**src/design/bpp_ram.sv**
```systemverilog
`timescale 1ns / 1ps

module bpp_ram #(
    parameter int WIDTH  = 8,
    parameter int DEPTH  = 16,
    parameter int ADDR_W = 4
) (
    input  logic              clk,
    input  logic              wr_en,
    input  logic [ADDR_W-1:0] wr_addr,
    input  logic [WIDTH-1:0]  wr_data,
    input  logic              rd_en,
    input  logic [ADDR_W-1:0] rd_addr,
    output logic [WIDTH-1:0]  rd_data
);

    logic [WIDTH-1:0] mem [DEPTH];
    logic [WIDTH-1:0] rd_data_reg;

    always_ff @(posedge clk)
    begin
        if (wr_en)
        begin
            mem[wr_addr] <= wr_data;
        end
    end

    always_ff @(posedge clk)
    begin
        if (rd_en)
        begin
            rd_data_reg <= mem[rd_addr];
        end
    end

    assign rd_data = rd_data_reg;

endmodule

```
**config.mk**
```make
export PLATFORM = sky130hd
export DESIGN_NAME = bpp_ram
export DESIGN_NICKNAME = d
export VERILOG_FILES = /design/src/design/bpp_ram.sv
export SDC_FILE = /design/constraint.sdc
export NUM_CORES = 1
export LEC_CHECK = 0
export ABC_CLOCK_PERIOD_IN_PS = 1650
export BUFFER_PORTS_ARGS = -buffer_cell sky130_fd_sc_hd__buf_2
export CAP_MARGIN = 25
export CORE_ASPECT_RATIO = 1.75
export CORE_MARGIN = 5
export CORE_UTILIZATION = 45
export CTS_BUF_LIST = sky130_fd_sc_hd__clkbuf_4
export DETAILED_ROUTE_END_ITERATION = 8
export SLEW_MARGIN = 20
export SYNTH_ARGS = -nofsm -noshare
export SYNTH_HDL_FRONTEND = slang
export SYNTH_SLANG_ARGS = --single-unit
```
**constraint.sdc**
```tcl
create_clock -name clk -period 1.65 [get_ports clk]
set_clock_uncertainty 0.05 [all_clocks]
set_input_delay 0.0825 -clock clk [delete_from_list [all_inputs] [get_ports clk]]
set_output_delay 0.0825 -clock clk [all_outputs]
set_load 0.05 [all_outputs]
```
Yosys cells after proc, flatten, opt, wreduce, memory -nomap -nowiden
Memory sizes are Yosys's and may differ from the RTL's. A register that Yosys moved wholly into a read port is not among the register bits.
Index checks and enable logic that the tools add are counted.

storage, ports and cells
  bits in registers = 0
  RAM bits = 128
  output and inout port bits = 8
  logic and storage cells = 3
  memories = 1

memory list
  memory  words  width  rd ports  clocked after memory_dff  write ports  line  source
  mem     16     8      1         1                         1            17    logic [WIDTH-1:0] mem [DEPTH];

cells by class
  mux-type cells = 2

operator list
  operator  count
  $mux 1    2

Logic depth before layout (Yosys ltp)
Gate-level depths: netlist (run 1).

  word-level depth = 2
  depth in mapped cells = 5
  gate-level depth less buffers = 3

Worst setup path before layout (run 1)
No wires, ideal clock.

  kind = input -> register
  start = input port wr_addr[2]
  end = memory mem[0][0] (enable)
  library setup time = 0.383 ns
  arrival = 1.192 ns
  required time = 1.217 ns
  setup slack = 0.025 ns
  cell stages on the path = 2
  path through = or3b_2 nor3_1

RTL lines
  what         line  source
  from (decl)  10    input logic [ADDR_W-1:0] wr_addr,
  to (decl)    17

Straight into the memory's write port.

==> summary by stage, run 1 <==
Detailed routing
Dividing the detail-routed via count by the number of cells gives 5.58. The routed wire length is 9.94 mm. The DRC violation total after the first TritonRoute iteration is 115. The remaining design rule violation count is 0. The per-cell routed wire length is 22.4 microns.

The number of routed nets with antenna violations is 0. For this block, the via count after detailed routing is 2,470. The first detailed-routing pass ran for 6 iterations.

Cells and area
Relative to the synthesized area, the layout overhead comes to 14.7%. The count of nets after finishing is 316. The number of flip-flops in the largest register is 128. The post-route standard cell area excluding fillers is 0.00599 sq mm. 0 antenna diodes ended up in the layout.

The finished layout holds 443 standard cells, fillers aside. The fraction of final layout cells with drive strength greater than 1 is 31.2%.

Placed design
The detailed-placement wirelength estimate is 6.67 mm. The congestion estimate from routability-driven global placement came to 0.740. After detailed placement, the design holds a cell count of 404. During placement, the flow inserted port buffers numbering 26. The placed standard-cell area is 0.00566 sq mm.

OpenSTA, run right after detailed placement, puts the worst setup slack at -0.0195 ns.

Floorplanning
The die extent in y is 153 microns. Measured along the x axis, the die boundary spans 91.5 microns. The full die area is 0.0140 sq mm.

For this configuration, the core starts out at a cell density of 45.7%. In this run the count of I/O pins placed on the die edge is 27. The count of standard-cell rows is 52.

The core footprint is 0.0115 sq mm.

Timing
Headroom to the max-slew limit came out at 73.1%. The achievable clock frequency is 670 MHz. Across all setup checks in the final design, the least slack found is 0.159 ns. The setup-violating endpoint count in the final report is 0. Hold timing on the final database bottoms out at a slack of 0.0789 ns.

The clock period could shrink to 1.49 ns. For the final routed database, the setup TNS stands at 0 ns. Setup repair after global routing left no endpoint under its margin. The max-slew violation count is 0. At the pin with the least slew margin, the transition time is 0.403 ns. After layout, the worst path uses 90.4% of the clock period. The count of final hold-check violations is 0.

Pwr
The peak ir drop on the vdd network is 0.000624 V. The power per cell area is 1050 mW/mm^2. The standby leakage power is 0.00202 uW.

Outcome
The run finished with clean final reports.

GRT
The met3 track demand over resource is 4.55%. Entering global routing, the biggest net connects 33 pins. The wire length of the first global-routing pass is 15.3 mm.

Global routing consumed, on the met2 layer, 26.5% of the routing resources. The initial antenna violation count is 0. Across every metal layer, demand over resource in global routing totals 15.2%. met2 is the most crowded layer.

For this run the aggregate overflow at the end of global routing stands at 0. The global routing usage on met1 is 17.5%. The number of global-route vias before repair came to 2,674.

Yosys
The post-synthesis instance area is 0.00523 sq mm. The number of flops mapped to enable cells by yosys is 136. After synthesis, the cell types taking the most area are sky130_fd_sc_hd__edfxtp_1 (78%), sky130_fd_sc_hd__mux4_2 (7.8%), sky130_fd_sc_hd__mux4_1 (7.0%).

sky130_fd_sc_hd__edfxtp_1 is the most common cell in the netlist. The area fraction of the dominant cell type after synthesis is 78.1%. The register bit count reported by yosys is 136. After synthesis, the netlist uses 18 different library cells. Counting every instance in the synthesized netlist gives 229. Summed over all instances, the cell type with the most area after synthesis is sky130_fd_sc_hd__edfxtp_1. The number of nets in the synthesized netlist is 248. The share of async-settable or async-resettable flops after synthesis is 0%. A synthesized cell averages 22.8 sq um. For this run, the number of Yosys warnings is 0. The sequential area share after synthesis is 78.1%. The most instantiated flip-flop cell in the synthesis netlist is sky130_fd_sc_hd__edfxtp_1. Counting instances in the post-synthesis netlist gives the leading cell types as sky130_fd_sc_hd__edfxtp_1 (136), sky130_fd_sc_hd__mux4_2 (18), sky130_fd_sc_hd__a22oi_1 (16), sky130_fd_sc_hd__mux4_1 (14), sky130_fd_sc_hd__nor2_1 (13).

Critical path
The kind of cell with the highest combined delay along the critical path is multiplexers. The endpoint of the worst register-to-register path is rd_data[2]$_DFFE_PP_. The number of buffers and inverters on the critical path is 0. The launch point of the worst path is mem[9][2]$_DFFE_PP_. The number of gates on the worst path with buffers counted is 3. The startpoint identified for the worst register-to-register timing path is mem[9][2]$_DFFE_PP_. The slowest stage of the critical path is the sky130_fd_sc_hd__mux4_1 cell. The worst register-to-register path has a depth of 3.

The critical path goes through mux4_1, a22oi_1, nand2_1. The type of the worst setup path is reg2reg. The setup check on the worst reg-to-reg path leaves a slack of 0.16 ns. The data arrival at the endpoint of the critical path is 1.70 ns. The critical-path maximum fanout is 1.

The delay of the slowest cell on the worst path is 0.53 ns. The worst setup path is captured at a flop. The critical path ends at rd_data[2]$_DFFE_PP_.

The required time reported for the critical path endpoint is 1.86 ns. STA classifies the critical path startpoint as a flop.

Clock network
TritonCTS built the clock tree. The number of buffers added by the clock tree synthesis step is 17. The buffer type at the clock tree root is sky130_fd_sc_hd__clkbuf_4. The buffer count from post-CTS setup fixing is 0. In this run the number of H-tree levels came out at 4.

No sink is reached through more buffers than the 2 on the longest clock path. The insertion delay to the later sink of the worst-skew pair is 0.50 ns. The clock sink count is 136. The post-CTS clock slew at the launch and capture registers of the worst setup and hold paths is 0.12 ns.

In this run, post-CTS repair resized a total of 0 instances.

Hold path
The count of cells along the worst hold path is 3. The tightest min-delay check is of the in2reg type.

Flow run
The tool flagged a number of max-cap violations equal to 0.
metal layers:
| layer | part of all wire, % | wire [microns] |
|---|---|---|
| met2 | 57 | 5640 |
| met5 | 0 | 0 |
| met4 | 1.5 | 146 |
| met1 | 38 | 3810 |
| met3 | 3.5 | 348 |
logic make-up (layout without fill, tap and decap cells):
family                 after synthesis  in the layout  synth area share, %
muxes                               32             32                 14.8
AOI/OAI and AO/OA                   16             16                 2.30
buffers and inverters               10             89                 1.65
DFF                                136            136                 78.1
and+or+nand+nor                     35             35                 3.14
worst register-to-register path, stage by stage, from the launching register on:
cell	delay, ns
sky130_fd_sc_hd__edfxtp_1	0.38
sky130_fd_sc_hd__mux4_1	0.54
sky130_fd_sc_hd__a22oi_1	0.20
sky130_fd_sc_hd__nand2_1	0.07
timing repair:
item                                    4_1_cts  5_1_grt
endpoints found under the hold margin       136        0
endpoints found under the setup margin        0        0
hold buffers                                  9        0
layout make-up:
class / count / area [sq um]
clock inverters: 12 / 111
clock buffers: 18 / 135
repair buffers: 59 / 438
flip-flops and latches: 136 / 4080
well taps: 135 / 169
fillers: 912 / 5460
multi-input cells: 83 / 1060
how the worst min path moves through the flow:
| stage | start | endpoint | slack (ns) |
|---|---|---|---|
| detailed placement | rd_en | rd_data[4]$_DFFE_PP_ | 0.41 |
| global placement | rd_en | rd_data[4]$_DFFE_PP_ | 0.41 |
| finish | wr_addr[0] | mem[4][7]$_DFFE_PP_ | 0.08 |
| CTS | wr_addr[0] | mem[4][7]$_DFFE_PP_ | 0.01 |
| global route | wr_addr[0] | mem[4][7]$_DFFE_PP_ | 0.04 |
| floorplan | wr_data[0] | mem[0][0]$_DFFE_PP_ | 0.13 |
placed cells by master (no fill, tap or decap):
cell,instances
sky130_fd_sc_hd__and2_1,1
sky130_fd_sc_hd__and2b_1,1
sky130_fd_sc_hd__bufinv_16,2
sky130_fd_sc_hd__clkinv_1,3
sky130_fd_sc_hd__or3b_2,1
sky130_fd_sc_hd__nor3_1,4
sky130_fd_sc_hd__buf_2,26
sky130_fd_sc_hd__mux4_2,18
sky130_fd_sc_hd__mux4_1,14
sky130_fd_sc_hd__nor2b_1,1
sky130_fd_sc_hd__clkinv_2,5
sky130_fd_sc_hd__edfxtp_1,136
sky130_fd_sc_hd__buf_4,21
sky130_fd_sc_hd__nand2_1,9
sky130_fd_sc_hd__dlygate4sd3_1,9
sky130_fd_sc_hd__nand2b_1,2
sky130_fd_sc_hd__clkbuf_4,18
sky130_fd_sc_hd__a22oi_1,16
sky130_fd_sc_hd__nor2_1,13
sky130_fd_sc_hd__buf_12,3
sky130_fd_sc_hd__clkinvlp_4,2
sky130_fd_sc_hd__nand3_1,1
sky130_fd_sc_hd__nand3b_1,2
report_power, final:
group	internal, uW	total, uW	switching (uW)
clock	870	1940	1070
combinational	176	435	259
sequential	3890	3900	17.7
through the flow:
stage | utilization (%) | power, uW
after CTS | 52.3 | 6380
final | 52.3 | 6280
after global routing | 52.3 | 6540
after floorplan | - | 4240
after global placement | 49.4 | 4400
after detailed placement | 49.4 | 4410
Note: power is estimated with default switching activity, not from simulation.
==> inputs of run 2 (changes only) <==
--- a/config.mk
+++ b/config.mk
@@ -8,11 +8,14 @@
 export ABC_CLOCK_PERIOD_IN_PS = 1650
 export BUFFER_PORTS_ARGS = -buffer_cell sky130_fd_sc_hd__buf_2
 export CAP_MARGIN = 25
+export CELL_PAD_IN_SITES_DETAIL_PLACEMENT = 0
+export CELL_PAD_IN_SITES_GLOBAL_PLACEMENT = 1
 export CORE_ASPECT_RATIO = 1.75
 export CORE_MARGIN = 5
 export CORE_UTILIZATION = 45
 export CTS_BUF_LIST = sky130_fd_sc_hd__clkbuf_4
 export DETAILED_ROUTE_END_ITERATION = 8
+export PLACE_DENSITY_LB_ADDON = 0.1
 export SLEW_MARGIN = 20
 export SYNTH_ARGS = -nofsm -noshare
 export SYNTH_HDL_FRONTEND = slang
==> summary by stage, run 2 (synthesis results as in run 1) <==
Outcome
The flow ran to the end, and the final reports show no timing, DRC or antenna violations.

Cells and area
The count of nets after finishing is 320. The layout overhead on the synthesized area is 16.5%. Leaving out fill and tap cells, the most frequent cells in the layout are sky130_fd_sc_hd__edfxtp_1 (136), sky130_fd_sc_hd__buf_2 (26), sky130_fd_sc_hd__buf_4 (25), sky130_fd_sc_hd__mux4_2 (18), sky130_fd_sc_hd__clkbuf_4 (17).

The fill cell instance count of the final layout is 923. Summing all multi-input logic gate instances after layout gives 0.00106 sq mm. For this run, the share of the core covered by cells in the final layout is 53.2%. The post-route netlist has 32.2% of its cells at a drive strength greater than 1. The post-route standard cell area excluding fillers is 0.00609 sq mm.

The register area is 0.00408 sq mm. The register with the most flip-flops in the layout has 128 of them. Leaving out fill and tap cells, the most frequent cell in the layout is sky130_fd_sc_hd__edfxtp_1.

Floorplanning
The die width is 91.5 microns. The total area inside the core boundary comes to 0.0115 sq mm. The I/O pin count is 27.

The die covers 0.0140 sq mm. The die is 153 microns tall. The count of standard-cell rows is 52. The initial cell density of the core is 45.7%.

Timing
Dividing the final minimum period by the clock period gives 90.9%. The slack of the critical path is 0.150 ns. Headroom to the max-slew limit came out at 73.3%. For the pin with the worst max-slew slack, the measured transition is 0.400 ns. The tightest hold path in the finished design has a slack of 0.0993 ns. Setup repair after global routing left no endpoint under its margin. The final setup TNS is 0 ns. The max-slew violation count is 0. The count of final hold-check violations is 0. Timing would allow up to 667 MHz.

Setup violations remaining at the end of the flow were counted as 0. The final period demand of the worst path is 1.50 ns.

Critical path
The required time reported for the critical path endpoint is 1.85 ns. The number of cell instances on the worst register-to-register path is 3. The critical path contains buffers and inverters numbering 0 combined. The family of cells with the greatest summed delay on the critical path is multiplexers. For the worst setup path, the data arrival time is 1.70 ns. The endpoint of the worst register-to-register path is rd_data[1]$_DFFE_PP_. The critical path in this run is classified as reg2reg.

The delay of the slowest cell on the worst path is 0.51 ns. The startpoint of the worst register-to-register path is mem[9][1]$_DFFE_PP_. The endpoint class of the critical path is a flop. STA classifies the critical path startpoint as a flop. The slowest stage of the critical path belongs to the cell sky130_fd_sc_hd__mux4_1.

Walking the worst path, the cells encountered are mux4_1, a22oi_1, nand2_1. Of all nets on the critical path, the largest fanout is 1. In this run the register-to-register setup slack is 0.15 ns.

Placed design
The worst slack after detailed placement is -0.0737 ns. The placed standard-cell area is 0.00569 sq mm. At the end of routability-driven placement, the weighted congestion stood at 0.766.

The detailed-placement wirelength estimate is 7.06 mm. Buffers placed on the I/O ports in this run total 26.

Detailed routing
The number of routed nets with antenna violations is 0. The detailed router placed 2,456 vias in this run. The first TritonRoute pass finished after 4 iterations.

The DRC violation total after the first TritonRoute iteration is 129. The remaining design rule violation count is 0. The average via count per standard cell is 5.46.

For this block, the routed nets add up to 10.2 mm of wire. The per-cell routed wire length is 22.6 microns.

Hold path
Counting instances, the worst hold path has a depth of 3. The end point of the worst hold path is mem[4][1]$_DFFE_PP_. The worst hold-check path type is in2reg. The startpoint identified for the worst hold timing path is wr_addr[0].

GRT
The total grt overflow is 0. The number of global-route vias before repair came to 2,653. The initial antenna violation count was 1. Across every metal layer, demand over resource in global routing totals 15.7%. The wire length of the first global-routing pass is 15.6 mm. The largest net degree at the start of global routing is 22.

Clock network
Counting every sink on the clock net gives 136. The insertion delay to the later sink of the worst-skew pair is 0.50 ns. The number of hold buffers added after CTS was 9. The TritonCTS clock tree is built.

Clock-pin slew was measured on the worst setup and hold paths at 0.11 ns. The clock tree synthesis step divided the H-tree into 4 levels. The number of setup buffers added after CTS is 0.

The buffer type at the clock tree root is sky130_fd_sc_hd__clkbuf_4. The clock passes through at most 2 buffers. The number of buffers added by the clock tree synthesis step is 17. The number of cells upsized or downsized after cts is 0.

Pwr
Dividing total power by cell area gives a power density of 1090 mW/mm^2. For this design the static power due to leakage is 0.00206 uW. The peak ir drop on the vdd network is 0.000600 V.

Flow run
The number of max-cap violations is 0.
[run 2: through the flow]
step / instances / total power [uW]
finish: 450 / 6620
global route: 450 / 6900
CTS: 449 / 6700
detailed placement: 408 / 4420
global placement: 408 / 4410
floorplan: 229 / 4240
[run 2: final cells by class]
type	count	share of cell area, %
clock buffers	17	2.09
repair buffers	63	7.68
diodes	1	0.0411
well taps	135	2.77
multi-input cells	83	17.4
clock inverters	15	3.02
flip-flops and latches	136	67.0
[run 2: where the power goes]
part,internal [uW],leakage [uW],switching (uW),total (uW)
Clock,1180,0.000154,1090,2270
Sequential,3890,0.00124,20.8,3910
Combinational,178,0.000672,261,439
Total,5240,0.00206,1380,6620
[run 2: worst max path at each step]
| stage | slack (ns) | cells after the start | start | to |
|---|---|---|---|---|
| floorplan | 0.02 | 2 | wr_addr[2] | mem[0][0]$_DFFE_PP_ |
| global placement | -0.07 | 5 | rd_addr[0] | rd_data[1]$_DFFE_PP_ |
| detailed placement | -0.07 | 5 | rd_addr[0] | rd_data[1]$_DFFE_PP_ |
| CTS | 0.11 | 3 | mem[9][1]$_DFFE_PP_ | rd_data[1]$_DFFE_PP_ |
| global route | 0.07 | 3 | mem[10][2]$_DFFE_PP_ | rd_data[2]$_DFFE_PP_ |
| finish | 0.15 | 3 | mem[9][1]$_DFFE_PP_ | rd_data[1]$_DFFE_PP_ |
[run 2: per-layer routing]
layer | routed length, microns | part of all wire [%] | global-route usage (%)
met1 | 3800 | 37 | 17.4
met2 | 5920 | 58 | 28.5
met3 | 311 | 3.1 | 4.00
met4 | 140 | 1.4 | 5.24
met5 | 0 | 0 | 0
[run 2: worst register-to-register path, cell delays in order (launching register included)]
cell,delay (ns)
sky130_fd_sc_hd__edfxtp_1,0.38
sky130_fd_sc_hd__mux4_1,0.51
sky130_fd_sc_hd__a22oi_1,0.25
sky130_fd_sc_hd__nand2_1,0.07
