## src/design/bpp_pkg.sv

```systemverilog
`timescale 1ns / 1ps

package bpp_pkg;

    localparam int KEY_W    = 64;
    localparam int HANDLE_W = 5;
    localparam int BYTE_W   = 8;
    localparam int STATUS_W = 3;
    localparam int REF_W    = 16;

    localparam logic [REF_W-1:0] REF_MAX = '1;

    typedef enum logic [1:0] {
        OP_OPEN  = 2'd0,
        OP_WRITE = 2'd1,
        OP_READ  = 2'd2,
        OP_CLOSE = 2'd3
    } opcode_t;

    typedef enum logic [STATUS_W-1:0] {
        ST_OK         = 3'd0,
        ST_BAD_HANDLE = 3'd1,
        ST_POOL_FULL  = 3'd2,
        ST_PIPE_FULL  = 3'd3,
        ST_PIPE_EMPTY = 3'd4
    } status_t;

    typedef enum logic [2:0] {
        S_IDLE,
        S_SCAN,
        S_EXEC,
        S_BYTE,
        S_DONE
    } state_t;

    typedef struct packed {
        logic [STATUS_W-1:0] status;
        logic [HANDLE_W-1:0] handle;
        logic [BYTE_W-1:0]   data;
    } result_t;

endpackage

```

## src/design/bpp_seq.sv

```systemverilog
`timescale 1ns / 1ps

module bpp_seq
    import bpp_pkg::*;
#(
    parameter int NUM_PIPES  = 16,
    parameter int PIPE_DEPTH = 1024,
    parameter int SLOT_W     = 4,
    parameter int PTR_W      = 10,
    parameter int CNT_W      = 11,
    parameter int BYTE_AW    = 14,
    parameter int REC_W      = 111
) (
    input  logic                clk,
    input  logic                rst_n,
    // input transaction
    input  logic                in_valid,
    output logic                in_ready,
    input  logic [1:0]          opcode,
    input  logic [HANDLE_W-1:0] handle,
    input  logic [KEY_W-1:0]    name_key,
    input  logic [BYTE_W-1:0]   data_in,
    // result hand-off
    output logic                res_valid,
    input  logic                res_take,
    output result_t             res,
    // byte store
    output logic                byte_wr_en,
    output logic                byte_rd_en,
    output logic [BYTE_AW-1:0]  byte_addr,
    output logic [BYTE_W-1:0]   byte_wr_data,
    input  logic [BYTE_W-1:0]   byte_rd_data,
    // slot records
    output logic                rec_rd_en,
    output logic [SLOT_W-1:0]   rec_rd_addr,
    input  logic [REC_W-1:0]    rec_rd_data,
    output logic                rec_wr_en,
    output logic [SLOT_W-1:0]   rec_wr_addr,
    output logic [REC_W-1:0]    rec_wr_data
);

    localparam int ACT_W = $clog2(NUM_PIPES + 1);

    state_t                 state_reg, state_next;
    logic [NUM_PIPES-1:0]   active_reg;
    logic [ACT_W-1:0]       active_total_reg;

    opcode_t                op_reg;
    logic [KEY_W-1:0]       key_reg;
    logic [BYTE_W-1:0]      din_reg;
    logic [SLOT_W-1:0]      slot_reg;
    logic [BYTE_AW-1:0]     base_reg;
    logic [SLOT_W-1:0]      scan_idx_reg;
    logic                   free_found_reg;
    logic [SLOT_W-1:0]      free_idx_reg;
    result_t                res_reg;

    logic                   accept;
    logic [5:0]             handle_m1;
    logic [SLOT_W-1:0]      hslot;
    logic                   in_range;
    logic                   handle_ok;

    logic [KEY_W-1:0]       rd_key;
    logic [PTR_W-1:0]       rd_head;
    logic [PTR_W-1:0]       rd_tail;
    logic [CNT_W-1:0]       rd_fill;
    logic [REF_W-1:0]       rd_ref;

    logic                   scan_hit;
    logic                   scan_free;
    logic                   scan_last;
    logic [SLOT_W-1:0]      alloc_idx;
    logic                   alloc_ok;
    logic                   pipe_full;
    logic                   pipe_empty;
    logic [REF_W-1:0]       ref_inc;
    logic [REF_W-1:0]       ref_dec;
    logic [PTR_W-1:0]       head_bump;
    logic [PTR_W-1:0]       tail_bump;

    function automatic logic [HANDLE_W-1:0] hout_of(input logic [SLOT_W-1:0] idx);
        logic [6:0] t;
        t = 7'(idx) + 7'd1;
        return t[HANDLE_W-1:0];
    endfunction

    assign accept    = in_valid && in_ready;
    assign in_ready  = (state_reg == S_IDLE);
    assign res_valid = (state_reg == S_DONE);
    assign res       = res_reg;

    assign handle_m1 = {1'b0, handle} - 6'd1;
    assign hslot     = handle_m1[SLOT_W-1:0];
    assign in_range  = (handle != '0) && ({2'b00, handle} <= 7'(NUM_PIPES));
    assign handle_ok = in_range && active_reg[hslot];

    assign {rd_key, rd_head, rd_tail, rd_fill, rd_ref} = rec_rd_data;

    assign scan_hit  = active_reg[scan_idx_reg] && (rd_key == key_reg);
    assign scan_free = !active_reg[scan_idx_reg];
    assign scan_last = (scan_idx_reg == SLOT_W'(NUM_PIPES - 1));
    assign alloc_idx = free_found_reg ? free_idx_reg : scan_idx_reg;
    assign alloc_ok  = free_found_reg || scan_free;

    assign pipe_full  = (rd_fill == CNT_W'(PIPE_DEPTH));
    assign pipe_empty = (rd_fill == '0);
    assign ref_inc    = (rd_ref == REF_MAX) ? rd_ref : rd_ref + REF_W'(1);
    assign ref_dec    = (rd_ref == '0) ? rd_ref : rd_ref - REF_W'(1);
    assign head_bump  = (rd_head == PTR_W'(PIPE_DEPTH - 1)) ? '0 : rd_head + PTR_W'(1);
    assign tail_bump  = (rd_tail == PTR_W'(PIPE_DEPTH - 1)) ? '0 : rd_tail + PTR_W'(1);

    // next state
    always_comb
    begin
        state_next = state_reg;
        unique case (state_reg)
            S_IDLE:
            begin
                if (accept)
                begin
                    if (opcode_t'(opcode) == OP_OPEN)
                    begin
                        state_next = S_SCAN;
                    end
                    else if (handle_ok)
                    begin
                        state_next = S_EXEC;
                    end
                    else
                    begin
                        state_next = S_DONE;
                    end
                end
            end
            S_SCAN:
            begin
                if (scan_hit || scan_last)
                begin
                    state_next = S_DONE;
                end
            end
            S_EXEC:
            begin
                if (op_reg == OP_READ && !pipe_empty)
                begin
                    state_next = S_BYTE;
                end
                else
                begin
                    state_next = S_DONE;
                end
            end
            S_BYTE:
            begin
                state_next = S_DONE;
            end
            S_DONE:
            begin
                if (res_take)
                begin
                    state_next = S_IDLE;
                end
            end
            default:
            begin
                state_next = S_IDLE;
            end
        endcase
    end

    // memory controls
    always_comb
    begin
        rec_rd_en    = 1'b0;
        rec_rd_addr  = '0;
        rec_wr_en    = 1'b0;
        rec_wr_addr  = slot_reg;
        rec_wr_data  = rec_rd_data;
        byte_wr_en   = 1'b0;
        byte_rd_en   = 1'b0;
        byte_addr    = base_reg + BYTE_AW'(rd_tail);
        byte_wr_data = din_reg;
        unique case (state_reg)
            S_IDLE:
            begin
                rec_rd_en   = accept;
                rec_rd_addr = (opcode_t'(opcode) == OP_OPEN) ? '0 : hslot;
            end
            S_SCAN:
            begin
                rec_rd_en   = !scan_hit && !scan_last;
                rec_rd_addr = scan_idx_reg + SLOT_W'(1);
                if (scan_hit)
                begin
                    rec_wr_en   = 1'b1;
                    rec_wr_addr = scan_idx_reg;
                    rec_wr_data = {rd_key, rd_head, rd_tail, rd_fill, ref_inc};
                end
                else if (scan_last && alloc_ok)
                begin
                    rec_wr_en   = 1'b1;
                    rec_wr_addr = alloc_idx;
                    rec_wr_data = {key_reg, PTR_W'(0), PTR_W'(0), CNT_W'(0), REF_W'(1)};
                end
            end
            S_EXEC:
            begin
                unique case (op_reg)
                    OP_WRITE:
                    begin
                        if (!pipe_full)
                        begin
                            byte_wr_en  = 1'b1;
                            rec_wr_en   = 1'b1;
                            rec_wr_data = {rd_key, rd_head, tail_bump,
                                           rd_fill + CNT_W'(1), rd_ref};
                        end
                    end
                    OP_READ:
                    begin
                        byte_addr = base_reg + BYTE_AW'(rd_head);
                        if (!pipe_empty)
                        begin
                            byte_rd_en  = 1'b1;
                            rec_wr_en   = 1'b1;
                            rec_wr_data = {rd_key, head_bump, rd_tail,
                                           rd_fill - CNT_W'(1), rd_ref};
                        end
                    end
                    OP_CLOSE:
                    begin
                        rec_wr_en   = 1'b1;
                        rec_wr_data = {rd_key, rd_head, rd_tail, rd_fill, ref_dec};
                    end
                    default:
                    begin
                        rec_wr_en = 1'b0;
                    end
                endcase
            end
            S_BYTE,
            S_DONE:
            begin
                rec_rd_en = 1'b0;
            end
            default:
            begin
                rec_rd_en = 1'b0;
            end
        endcase
    end

    always_ff @(posedge clk or negedge rst_n)
    begin
        if (!rst_n)
        begin
            state_reg        <= S_IDLE;
            active_reg       <= '0;
            active_total_reg <= '0;
        end
        else
        begin
            state_reg <= state_next;
            if (state_reg == S_SCAN && !scan_hit && scan_last && alloc_ok)
            begin
                active_reg[alloc_idx] <= 1'b1;
                active_total_reg      <= active_total_reg + ACT_W'(1);
            end
            else if (state_reg == S_EXEC && op_reg == OP_CLOSE && ref_dec == '0)
            begin
                active_reg[slot_reg] <= 1'b0;
                active_total_reg     <= active_total_reg - ACT_W'(1);
            end
        end
    end

    always_ff @(posedge clk)
    begin
        case (state_reg)
            S_IDLE:
            begin
                if (accept)
                begin
                    op_reg         <= opcode_t'(opcode);
                    key_reg        <= name_key;
                    din_reg        <= data_in;
                    slot_reg       <= hslot;
                    base_reg       <= BYTE_AW'(hslot) * BYTE_AW'(PIPE_DEPTH);
                    scan_idx_reg   <= '0;
                    free_found_reg <= 1'b0;
                    res_reg        <= '{status: ST_BAD_HANDLE, handle: '0, data: '0};
                end
            end
            S_SCAN:
            begin
                scan_idx_reg <= scan_idx_reg + SLOT_W'(1);
                if (scan_free && !free_found_reg)
                begin
                    free_found_reg <= 1'b1;
                    free_idx_reg   <= scan_idx_reg;
                end
                if (scan_hit)
                begin
                    res_reg <= '{status: ST_OK, handle: hout_of(scan_idx_reg), data: '0};
                end
                else if (alloc_ok)
                begin
                    res_reg <= '{status: ST_OK, handle: hout_of(alloc_idx), data: '0};
                end
                else
                begin
                    res_reg <= '{status: ST_POOL_FULL, handle: '0, data: '0};
                end
            end
            S_EXEC:
            begin
                if (op_reg == OP_WRITE && pipe_full)
                begin
                    res_reg.status <= ST_PIPE_FULL;
                end
                else if (op_reg == OP_READ && pipe_empty)
                begin
                    res_reg.status <= ST_PIPE_EMPTY;
                end
                else
                begin
                    res_reg.status <= ST_OK;
                end
            end
            S_BYTE:
            begin
                res_reg.data <= byte_rd_data;
            end
            default:
            begin
                res_reg <= res_reg;
            end
        endcase
    end

    a_total_matches: assert property (@(posedge clk) disable iff (!rst_n)
        active_total_reg == ACT_W'($countones(active_reg)))
        else $error("active total out of step with active flags");

    a_scan_range: assert property (@(posedge clk) disable iff (!rst_n)
        (state_reg == S_SCAN) |-> (scan_idx_reg <= SLOT_W'(NUM_PIPES - 1)))
        else $error("scan index past last slot");

    a_pool_full: assert property (@(posedge clk) disable iff (!rst_n)
        (state_reg == S_DONE && res_reg.status == ST_POOL_FULL) |-> (&active_reg))
        else $error("pool full reported with a free slot");

    a_exec_active: assert property (@(posedge clk) disable iff (!rst_n)
        (state_reg == S_EXEC) |-> active_reg[slot_reg])
        else $error("byte or close transaction on inactive slot");

    a_byte_fetch: assert property (@(posedge clk) disable iff (!rst_n)
        (state_reg == S_BYTE) |-> $past(byte_rd_en))
        else $error("byte capture without a store read");

endmodule

```

## config.mk

```make
export PLATFORM = sky130hd
export DESIGN_NAME = bpp_seq
export DESIGN_NICKNAME = d
export VERILOG_FILES = /design/src/design/bpp_pkg.sv /design/src/design/bpp_seq.sv
export SDC_FILE = /design/constraint.sdc
export NUM_CORES = 1
export LEC_CHECK = 0
export ABC_AREA = 1
export CAP_MARGIN = 20
export CORE_MARGIN = 2
export CORE_UTILIZATION = 50
export CTS_CLUSTER_SIZE = 14
export DETAILED_ROUTE_END_ITERATION = 12
export DONT_BUFFER_PORTS = 1
export PLACE_DENSITY = 0.77
export SYNTH_ARGS = -nofsm -noshare
export SYNTH_HDL_FRONTEND = slang
export SYNTH_SLANG_ARGS = --single-unit
```

## constraint.sdc

```tcl
create_clock -name clk -period 13.9 [get_ports clk]
set_input_delay 2.78 -clock clk [delete_from_list [all_inputs] [get_ports clk]]
set_output_delay 2.78 -clock clk [all_outputs]
set_load 0.02 [all_outputs]
```

# Yosys cells after proc, flatten, opt, wreduce, memory -nomap -nowiden
# Index checks and enable logic that the tools add are counted.
[totals]
in_bits = 202
output_inout_bits = 163
wordCells = 151
register_bits = 122
[op_classes]
n_eq_ne = 17
muxes = 59
bitwise_logic = 3
order_cmp = 7
n_addsub = 12
n_reduce_logical = 41
[ops]
columns = ["cell", "n"]
rows = [
  ["$mux 111", 2],
  ["$pmux 111 s2", 1],
  ["$pmux 47 s3", 1],
  ["$mux 16", 5],
  ["$eq 64x64->1", 1],
  ["$mux 47", 1],
  ["$mux 37", 1],
  ["$logic_not 16->1", 2],
  ["$mux 15", 2],
  ["$add 14x10->14", 2],
  ["$mux 14", 2],
  ["$mux 3", 8],
  ["$mux 4", 6],
  ["$pmux 8 s3", 1],
  ["$add 10x1->10 const B", 2],
  ["$eq 10x10->1 const B", 2],
  ["$lt 4x5->1 const B", 4],
  ["$mux 10", 2],
  ["$logic_and 1x1->1", 17],
  ["$add 16x1->16 const B", 1],
  ["$and 16x16->16", 1],
  ["$eq 16x16->1 const B", 1],
  ["$not 16->16", 1],
  ["$or 16x16->16", 1],
  ["other kinds (36)", 72],
]

# Longest topological paths before layout
# Gate-level depths: netlist of run 1.
[logic_depth]
depth_word = 8
mapped_depth = 17
depth_no_buf = 16

# Worst setup path after synthesis of run 1
# OpenSTA, ideal clock, no wires.
[synth_timing]
path_type = "input to register"
from = "input port in_valid"
to = "register res_reg (netlist bit res[0]) (enable)"
path_slack_ps = 6680
path_stages = 6
t_arrival_ps = 6896
setup_time_ps = 324
required_time_ps = 13576
n_path_buf = 0
cell_sequence = "inv_1 > nor2_1 > nor2_1 > inv_1 > a21oi_1 > inv_1"
[synth_via]
elab_chain_cells = 3
[synth_rtl]
columns = ["element", "line_no", "text"]
rows = [
  ["start, declared", "bpp_seq.sv:17", "input logic in_valid,"],
  ["$logic_and 1x1->1", "bpp_seq.sv:88", "assign accept = in_valid && in_ready;"],
  ["$ne 2x1->1 (no line)", "--", ""],
  ["$reduce_and 2->1 (no line)", "--", ""],
  ["end signal, assigned", "bpp_seq.sv:292", "res_reg <= '{status: ST_BAD_HANDLE, handle: '0, data: '0};"],
  ["end signal, assigned", "bpp_seq.sv:305", "res_reg <= '{status: ST_OK, handle: hout_of(scan_idx_reg), data: '0};"],
  ["end signal, assigned", "bpp_seq.sv:309", "res_reg <= '{status: ST_OK, handle: hout_of(alloc_idx), data: '0};"],
  ["end, declared", "bpp_seq.sv:56", "result_t res_reg;"],
]
# Every way passes these cells.
# A chain may end at the register's enable or synchronous reset.

# Worst setup path after layout of run 1
[layout_timing]
from = "input port rec_rd_data[55]"
to = "output port rec_wr_data[84]"
[layout_via]
elab_chain_cells = 4
[layout_rtl]
columns = ["element", "line_no", "text"]
rows = [
  ["start, declared", "bpp_seq.sv:36", "input logic [REC_W-1:0] rec_rd_data,"],
  ["$eq 64x64->1", "bpp_seq.sv:100", "assign scan_hit = active_reg[scan_idx_reg] && (rd_key == key_reg);"],
  ["$logic_and 1x1->1", "bpp_seq.sv:100", ""],
  ["$mux 111", "bpp_seq.sv:194", "if (scan_hit)"],
  ["$pmux 111 s2", "bpp_seq.sv:184", "unique case (state_reg)"],
  ["end, declared", "bpp_seq.sv:39", "output logic [REC_W-1:0] rec_wr_data"],
]
# Every way passes these cells.

==> results.yml, run 1 <==
floorplanning:
  ios: 365
  rows: 53
  core_area_um2: 20890
  die_h_um: 149.4
  die_w_um: 149.4
  die_area_um2: 22310
  start_util: 0.5058
global_route:
  grt_antenna_before_repair: 0
  overflow: 0
  grt_max_degree: 109
  grt_pass1_vias: 9089
  track_usage: 0.2844
  grt_pass1_wl_um: 49190
timing:
  tightest_slew_ns: 1.132
  period_needed_ns: 9.028
  timing.final.crit_share: 0.6495
  relSlewSlack: 0.2455
  clock_skew_ns: 0.01182
  slew_viol_final: 0
  rsz0062_at_grt: "no"
  timing_hold_violations_final: 0
  setup_viol: 0
  max_freq_ghz: 0.1108
  fin_setup_tns_ns: 0
synth:
  ys_ff_latch: 122
  synthFlopType: "edfxtp_1"
  synth_top_area_cell: "edfxtp_1"
  ys_types: 49
  synth_edf_count: 103
  synth_fp_nets: 1837
  synth_most_common_cell: "nand2_1"
  synth_top_cell_area_share: 0.2927
  async_flop_share: 0.1557
  yosysWarnings: 0
  synth_area_um2: 10570
  synthCells: 1623
  postSynthAreaPerCell_um2: 6.510
  synth_area_leaders: "edfxtp_1 (29%), nand2_1 (20%), inv_1 (8.4%), nand3_1 (6.7%), o21ai_0 (5.2%)"
  ys_seq_area_frac: 0.3377
  synth_common_cells: "nand2_1 (559), inv_1 (237), nand3_1 (142)"
clock_tree:
  cts_buffer_depth: 2
  cts_resized: 0
  post_cts_buffers: 0
  cts-hold-fix-buffers: 0
  htree_levels: 4
  cts_tree: "done"
  numCtsBuffers: 17
  clk_latency_ns: 0.43
  clk_pin_slew_ns: 0.06
  cts_root_buf: "clkbuf_16"
  numClockSinks: 122
critical_path:
  rr_worst_depth: 10
  ff2ff_setup_slack_ns: 10.50
  crit_arrival_ns: 6.25
  path_class: "primary input to primary output"
  cpPeakStageDelay_ns: 0.83
  cp_max_fo: 108
  worstSetupStartpointType: "primary input"
  cp-endpoint: "rec_wr_data[84]"
  critPathLaunch: "rec_rd_data[55]"
  required_ns: 11.12
  cp-end-kind: "primary output"
  reg2reg_to: "res[12]"
  reg2reg_from: "scan_idx_reg[0]"
  slowest_stage: "buf_4"
  cp_cell_sequence: "xor2_1, nor2_1, nand2_1, nor2_1, nand2_1, nor2_1, nand3_2, nand3_4, buf_4, nand2_1, o21ai_0"
route:
  avgViaCountPerCell: 5.556
  drc: 0
  firstDrtPassIters: 6
  routedWlPerCell_um: 17.53
  ant_nets: 0
  routed_wl_um: 32910
  via_count: 10430
  drt-initial-drc-count: 1052
min_path:
  hp-class: "flop to flop"
  hp-start: "active_reg[15]"
layout:
  fill_cells: 2067
  syn_to_final_growth_pct: 5.897
  antenna_cells: 0
  nets: 1803
  largest_register_ffs: 64
  finish.utilization: 0.5357
  drive_gt1_frac: 0.05556
run:
  maxCapViolCount: 0
pwr:
  power_leakage_uw: 0.005458
  powerDensity_nw_per_um2: 152.8
  peakVddDrop_mv: 0.07486
place:
  hpwl_um: 25200
  gp_congestion: 0.9698
  port_buffers: 0
run_status:
  status: "complete, no violations"
==> worst max-delay path: cells and delay by family <==
family	cells	cell delay (ns)
AOI/OAI and AO/OA	1	0.33
and+or+nand+nor	8	2.08
buffers and inverters	1	0.83
xor gates and xnor gates	1	0.16
==> layout make-up <==
| class | count | area [um^2] | share of cell area |
|---|---|---|---|
| Clock inverter | 12 | 112.6 | 0.01006 |
| Tap cell | 275 | 344.1 | 0.03075 |
| Clock buffer | 20 | 456.7 | 0.04081 |
| Multi-Input combinational cell | 1198 | 5751 | 0.5139 |
| Inverter | 246 | 927.1 | 0.08286 |
| Sequential cell | 122 | 3568 | 0.3189 |
| Timing Repair Buffer | 4 | 30.03 | 0.002684 |
==> how the worst min path moves through the flow <==
stage                     depth (start not counted)         endpoint
after floorplan                                   0  free_idx_reg[2]
after global placement                            2   active_reg[15]
after detailed placement                          2   active_reg[15]
after CTS                                         2   active_reg[15]
after global routing                              2   active_reg[15]
final                                             2   active_reg[15]
==> metrics by stage <==
step / hold slack [ns] / total power, uW / worst slack [ns] / instances / area, um^2
after floorplan: 0.4206 / 1126 / 6.680 / 1623 / 10570
after detailed placement: 0.5037 / 1274 / 4.904 / 1845 / 10620
after global routing: 0.5589 / 1812 / 4.466 / 1877 / 11190
after CTS: 0.5187 / 1713 / 4.904 / 1877 / 11190
final: 0.5113 / 1710 / 4.872 / 1877 / 11190
after global placement: 0.4931 / 1262 / 5.008 / 1845 / 10620
==> layout by cell type (no fill, tap or decap), types with 6 or more instances in the layout <==
| cell type | n |
|---|---|
| dfrtp_1 | 19 |
| nor2_4 | 8 |
| nand3b_1 | 6 |
| xor2_1 | 45 |
| a21oi_1 | 46 |
| nor3_1 | 12 |
| clkbuf_16 | 17 |
| nand2_1 | 559 |
| o21bai_2 | 10 |
| ha_1 | 12 |
| o21ai_0 | 109 |
| nand4_1 | 19 |
| inv_1 | 237 |
| nand3_1 | 142 |
| o21ai_1 | 22 |
| o211ai_1 | 9 |
| edfxtp_1 | 103 |
| or2_2 | 8 |
| nor2_1 | 137 |
==> per-layer routing <==
layer  wire length (um)  track usage  share of wire
met5                  0            0              0
met4                957      0.09524          0.029
met3               2919      0.07217          0.089
met2              15380       0.4495           0.47
met1              13660       0.3808           0.41
==> cells by family after synthesis <==
| family | after synthesis | share of synthesized area |
|---|---|---|
| buffers and inverters | 303 | 0.1195 |
| AOI/OAI and AO/OA | 227 | 0.1242 |
| DFF | 122 | 0.3377 |
| and+or+nand+nor | 913 | 0.3663 |
| xor gates and xnor gates | 46 | 0.03813 |
| adders and majority gates | 12 | 0.01421 |
==> power by group <==
group / leakage [uW] / switching [uW] / internal, uW
logic: 0.00395 / 502 / 156
registers: 0.00124 / 95.9 / 521
clock network: 0.000266 / 178 / 257
No activity file was read; power rests on OpenSTA's default activity.
==> run 2: changes to the inputs <==
==> constraint.sdc (replaced) <==
create_clock -name clk -period 8.4 [get_ports clk]
set_input_delay 1.68 -clock clk [delete_from_list [all_inputs] [get_ports clk]]
set_output_delay 1.68 -clock clk [all_outputs]
set_load 0.02 [all_outputs]
==> run 2 against run 1 <==
Effect of this change: combinational power increased by 66%; utilization rose by 0.11 points; sequential share of layout area decreased by 0.068 points; die area unchanged; global-route usage rose by 0.38 points; wire length increased by 0.68%; setup slack lost 3.0 ns; flip-flop and latch count did not move; clock power increased by 68%; clock skew rose by 0.0012 ns; register-to-register slack got worse by 5.9 ns; non-clock buffer count rose by 2.
==> results.yml, run 2 (synthesis gave the netlist of run 1 again) <==
pwr:
  comb_power_share: 0.384
  clkPwrFrac: 0.257
  power_leakage_uw: 0.005474
  p_int_uw: 1558
  peakVddDrop_mv: 0.1459
  powerDensity_nw_per_um2: 253.3
  power_frac_seq: 0.359
  p_sw_uw: 1282
  p_total_uw: 2840
  swShare: 0.4514
timing:
  slew_viol_final: 0
  clock_skew_ns: 0.01306
  rsz0062_at_grt: "no"
  timing_hold_violations_final: 0
  max_freq_ghz: 0.1533
  setup_viol: 0
  whs_ns: 0.5174
  relSlewSlack: 0.3696
  period_needed_ns: 6.522
  tightest_slew_ns: 0.9357
  fin_setup_tns_ns: 0
  timing.final.crit_share: 0.7764
critical_path:
  cpPeakStageDelay_ns: 0.78
  required_ns: 6.72
  critPathBufInv: 1
  cp-end-kind: "primary output"
  reg2reg_to: "active_reg[2]"
  crit_arrival_ns: 4.84
  cp_max_fo: 67
  slowest_stage: "o21ai_0"
  critPathTopFamily: "simple AND/OR/NAND/NOR gates"
  critPathMostFrequentCell: "nor2_1"
  reg2reg_from: "scan_idx_reg[0]"
  path_class: "primary input to primary output"
  cp_cell_sequence: "xor2_1, nor2_1, nand2_1, nor2_1, nand2_1, nor2_1, nand3_2, nand3_4, buf_4, o21ai_0"
  ff2ff_setup_slack_ns: 4.59
  rr_worst_depth: 12
  worstSetupStartpointType: "primary input"
clock_tree:
  cts_resized: 0
  clk_pin_slew_ns: 0.06
  post_cts_buffers: 0
  cts_buffer_depth: 2
  cts-hold-fix-buffers: 0
  htree_levels: 4
  numClockSinks: 122
  cts_tree: "done"
  cts_root_buf: "clkbuf_16"
  clk_latency_ns: 0.42
  numCtsBuffers: 17
route:
  routed_wl_um: 33130
  avgViaCountPerCell: 5.542
  drt-initial-drc-count: 701
  drc: 0
  routedWlPerCell_um: 17.61
  firstDrtPassIters: 5
  ant_nets: 0
  via_count: 10430
global_route:
  grt_max_degree: 68
  overflow: 0
  grt_pass1_wl_um: 49890
  grt_antenna_before_repair: 3
  track_usage: 0.2883
  grt_pass1_vias: 9468
floorplanning:
  core_area_um2: 20890
  start_util: 0.5058
  die_h_um: 149.4
  die_w_um: 149.4
  ios: 365
  die_area_um2: 22310
  rows: 53
layout:
  drive_gt1_frac: 0.05549
  syn_to_final_growth_pct: 6.122
  final_cells: 1881
  final_common_cell: "nand2_1"
  nets: 1805
  largest_register_ffs: 64
  mostFrequentLayoutCells: "nand2_1 (559), inv_1 (237), nand3_1 (142)"
  finish.utilization: 0.5368
place:
  hpwl_um: 25550
  gp_congestion: 0.9831
  dp.cells: 1847
  port_buffers: 0
run_status:
  status: "complete, no violations"
min_path:
  hp-class: "flop to flop"
  whs_endpoint: "active_reg[15]"
  min_path_cells: 2
  hp-start: "active_reg[15]"
run:
  maxCapViolCount: 0
[run 2: changes by cell type in the layout (fill, tap and decap cells not counted)]
cell / delta
buf_4: +2
clkinvlp_4: -2
clkinv_4: +1
clkbuf_8: -2
diode_2: +2
clkinv_1: +2
bufinv_16: +1
[run 2: worst reg2reg max path, delay by kind of cell (launching register included)]
family | cells | cell delay (ns)
and+or+nand+nor | 9 | 2.24
buffers and inverters | 3 | 0.74
DFF | 1 | 0.73
[run 2: worst max-delay path by stage]
stage / cells past startpoint / startpoint / end
6_report: 10 / rec_rd_data[55] / rec_wr_data[84]
5_1_grt: 10 / rec_rd_data[55] / rec_wr_data[84]
4_1_cts: 10 / rec_rd_data[55] / rec_wr_data[84]
3_5_place_dp: 10 / rec_rd_data[55] / rec_wr_data[84]
3_3_place_gp: 10 / rec_rd_data[55] / rec_wr_data[84]
2_1_floorplan: 6 / in_valid / res[0]
[run 2: per-layer routing]
metal,track usage,part of all wire
met4,0.1252,0.036
met5,0,0.00045
met1,0.3628,0.41
met2,0.4596,0.47
met3,0.08593,0.092
[run 2: area by class of cell]
class	count	area, um^2
diodes	2	5.005
clock buffers	18	429.2
clock inverters	14	143.9
fillers	2057	9676
inverters	246	927.1
multi-input cells	1198	5751
flip-flops and latches	122	3568
well taps	275	344.1
repair buffers	6	45.04
[run 2: through the flow]
| stage | worst slack [ns] | instance area, um^2 |
|---|---|---|
| after CTS | 1.859 | 11210 |
| after global routing | 1.612 | 11210 |
| after detailed placement | 1.872 | 10640 |
| after floorplan | 2.280 | 10570 |
| final | 1.878 | 11210 |
| after global placement | 1.936 | 10640 |
[run 2: power by group through the flow]
stage          Combinational (uW)  Sequential, uW  Clock (uW)
2_1_floorplan                 873             991           0
3_3_place_gp                 1070            1020           0
3_5_place_dp                 1090            1030           0
4_1_cts                      1090            1020         743
5_1_grt                      1210            1040         768
6_report                     1090            1020         731
==> run 3: changes to the inputs <==
--- a/config.mk
+++ b/config.mk
@@ -12,7 +12,7 @@
 export CTS_CLUSTER_SIZE = 14
 export DETAILED_ROUTE_END_ITERATION = 12
 export DONT_BUFFER_PORTS = 1
-export PLACE_DENSITY = 0.77
+export PLACE_DENSITY = 0.8
 export SYNTH_ARGS = -nofsm -noshare
 export SYNTH_HDL_FRONTEND = slang
 export SYNTH_SLANG_ARGS = --single-unit
==> constraint.sdc (replaced) <==
create_clock -name clk -period 5.5 [get_ports clk]
set_input_delay 1.1 -clock clk [delete_from_list [all_inputs] [get_ports clk]]
set_output_delay 1.1 -clock clk [all_outputs]
set_load 0.02 [all_outputs]
==> run 3 against run 2 <==
Effect of this change: power rose by 59%; wire length rose by 6.3%; utilization rose by 0.64 points; clock power rose by 71%; sequential power rose by 54%; design area rose by 1.2%; critical path type is now flop to primary output; critical endpoint is now rec_wr_data[109]; largest cell class unchanged; largest power group unchanged.
==> results.yml, run 3 (synthesis gave the netlist of run 1 again) <==
run_status:
  status: "complete, no violations"
critical_path:
  required_ns: 4.40
  cp-endpoint: "rec_wr_data[109]"
  path_class: "flop to primary output"
  worstSetupStartpointType: "flop"
  cp-end-kind: "primary output"
  cp_max_fo: 49
  crit_arrival_ns: 3.83
  ff2ff_setup_slack_ns: 2.10
  cpPeakStageDelay_ns: 0.76
  slowest_stage: "edfxtp_1"
  cp_cell_sequence: "ha_1, nand2_1, nor2_1, inv_1, a21oi_4, buf_4, nand3_4, buf_12, o21ai_0"
  critPathLaunch: "scan_idx_reg[0]"
  reg2reg_to: "res[12]"
  rr_worst_depth: 13
  reg2reg_from: "scan_idx_reg[0]"
pwr:
  power_leakage_uw: 0.005550
  peakVddDrop_mv: 0.2278
  powerDensity_nw_per_um2: 398.9
route:
  drt-initial-drc-count: 1047
  ant_nets: 0
  routedWlPerCell_um: 18.66
  routed_wl_um: 35230
  drc: 0
  firstDrtPassIters: 6
  via_count: 10760
  avgViaCountPerCell: 5.699
timing:
  period_needed_ns: 4.926
  timing_hold_violations_final: 0
  clock_skew_ns: 0.01186
  relSlewSlack: 0.2588
  slew_viol_final: 0
  whs_ns: 0.3583
  fin_setup_tns_ns: 0
  timing.final.crit_share: 0.8956
  tightest_slew_ns: 1.112
  max_freq_ghz: 0.2030
  setup_viol: 0
  rsz0062_at_grt: "no"
layout:
  fill_cells: 1987
  drive_gt1_frac: 0.06141
  nets: 1813
  mostFrequentLayoutCells: "nand2_1 (559), inv_1 (237), nand3_1 (142)"
  syn_to_final_growth_pct: 7.389
  largest_register_ffs: 64
  final_common_cell: "nand2_1"
floorplanning:
  ios: 365
  die_area_um2: 22310
  die_w_um: 149.4
  die_h_um: 149.4
  core_area_um2: 20890
  rows: 53
  start_util: 0.5058
global_route:
  grt_antenna_before_repair: 2
  grt_max_degree: 79
  track_usage: 0.3045
  overflow: 0
  grt_pass1_vias: 9724
  grt_pass1_wl_um: 52540
clock_tree:
  post_cts_buffers: 0
  clk_latency_ns: 0.43
  htree_levels: 4
  clk_pin_slew_ns: 0.07
  numCtsBuffers: 17
  cts_buffer_depth: 2
  cts-hold-fix-buffers: 0
  cts_resized: 0
  numClockSinks: 122
  cts_root_buf: "clkbuf_16"
  cts_tree: "done"
run:
  maxCapViolCount: 0
place:
  hpwl_um: 27110
  gp_congestion: 0.9711
  port_buffers: 0
min_path:
  hp-class: "primary input to async pin"
==> run 3: cell count changes in the layout (fill, tap and decap cells not counted), sizes merged <==
cell	before	now
buf	6	14
clkinvlp	3	2
clkbuf	18	17
clkinv	10	7
diode	2	1
bufinv	2	4
inv	245	248
==> run 3: worst min path at each step <==
stage                       to  cells after the start
6_report          state_reg[0]                      0
5_1_grt         active_reg[10]                      0
4_1_cts           state_reg[0]                      0
3_5_place_dp    active_reg[15]                      2
3_3_place_gp    active_reg[15]                      2
2_1_floorplan  free_idx_reg[2]                      0
==> run 3: layout make-up <==
| class | instances | area (um^2) | share of cell area |
|---|---|---|---|
| repair buffers | 14 | 117.6 | 0.01037 |
| multi-input cells | 1198 | 5751 | 0.5068 |
| inverters | 246 | 927.1 | 0.08171 |
| diodes | 1 | 2.502 | 0.0002205 |
| well taps | 275 | 344.1 | 0.03032 |
| clock buffers | 17 | 425.4 | 0.03749 |
| flip-flops and latches | 122 | 3568 | 0.3145 |
| clock inverters | 15 | 211.5 | 0.01863 |
==> run 3: per-stage QoR <==
step,total power (uW),instances,setup slack [ns],cell area (um^2),utilization
2_1_floorplan,2837,1623,1.286,10570,-
3_3_place_gp,3218,1855,0.8017,10710,0.5126
3_5_place_dp,3245,1855,0.7376,10710,0.5126
4_1_cts,4515,1887,0.6510,11340,0.5431
5_1_grt,4764,1888,0.3317,11350,0.5432
6_report,4526,1888,0.5739,11350,0.5432
==> run 3: layer usage <==
layer,share of wire,vias to the layer above,track usage
li1,-,5152,-
met1,0.38,4903,0.3623
met2,0.47,594,0.4993
met3,0.10,110,0.09664
met4,0.047,0,0.1457
met5,0,-,0
==> run 3: critical path: cells and delay by family, from the launching register on <==
kind | cells | cell delay [ns]
adder cells (fa/ha/maj) | 1 | 0.31
flip-flops | 1 | 0.76
buffers and inverters | 3 | 0.73
AO/OA/AOI/OAI | 2 | 0.80
AND/OR/NAND/NOR | 3 | 0.77
==> run 3: power by group <==
| part | total, uW | switching (uW) | leakage, uW | internal [uW] |
|---|---|---|---|---|
| Combinational | 1710 | 1300 | 0.00401 | 401 |
| Clock | 1250 | 485 | 0.000305 | 770 |
| Sequential | 1570 | 250 | 0.00124 | 1320 |
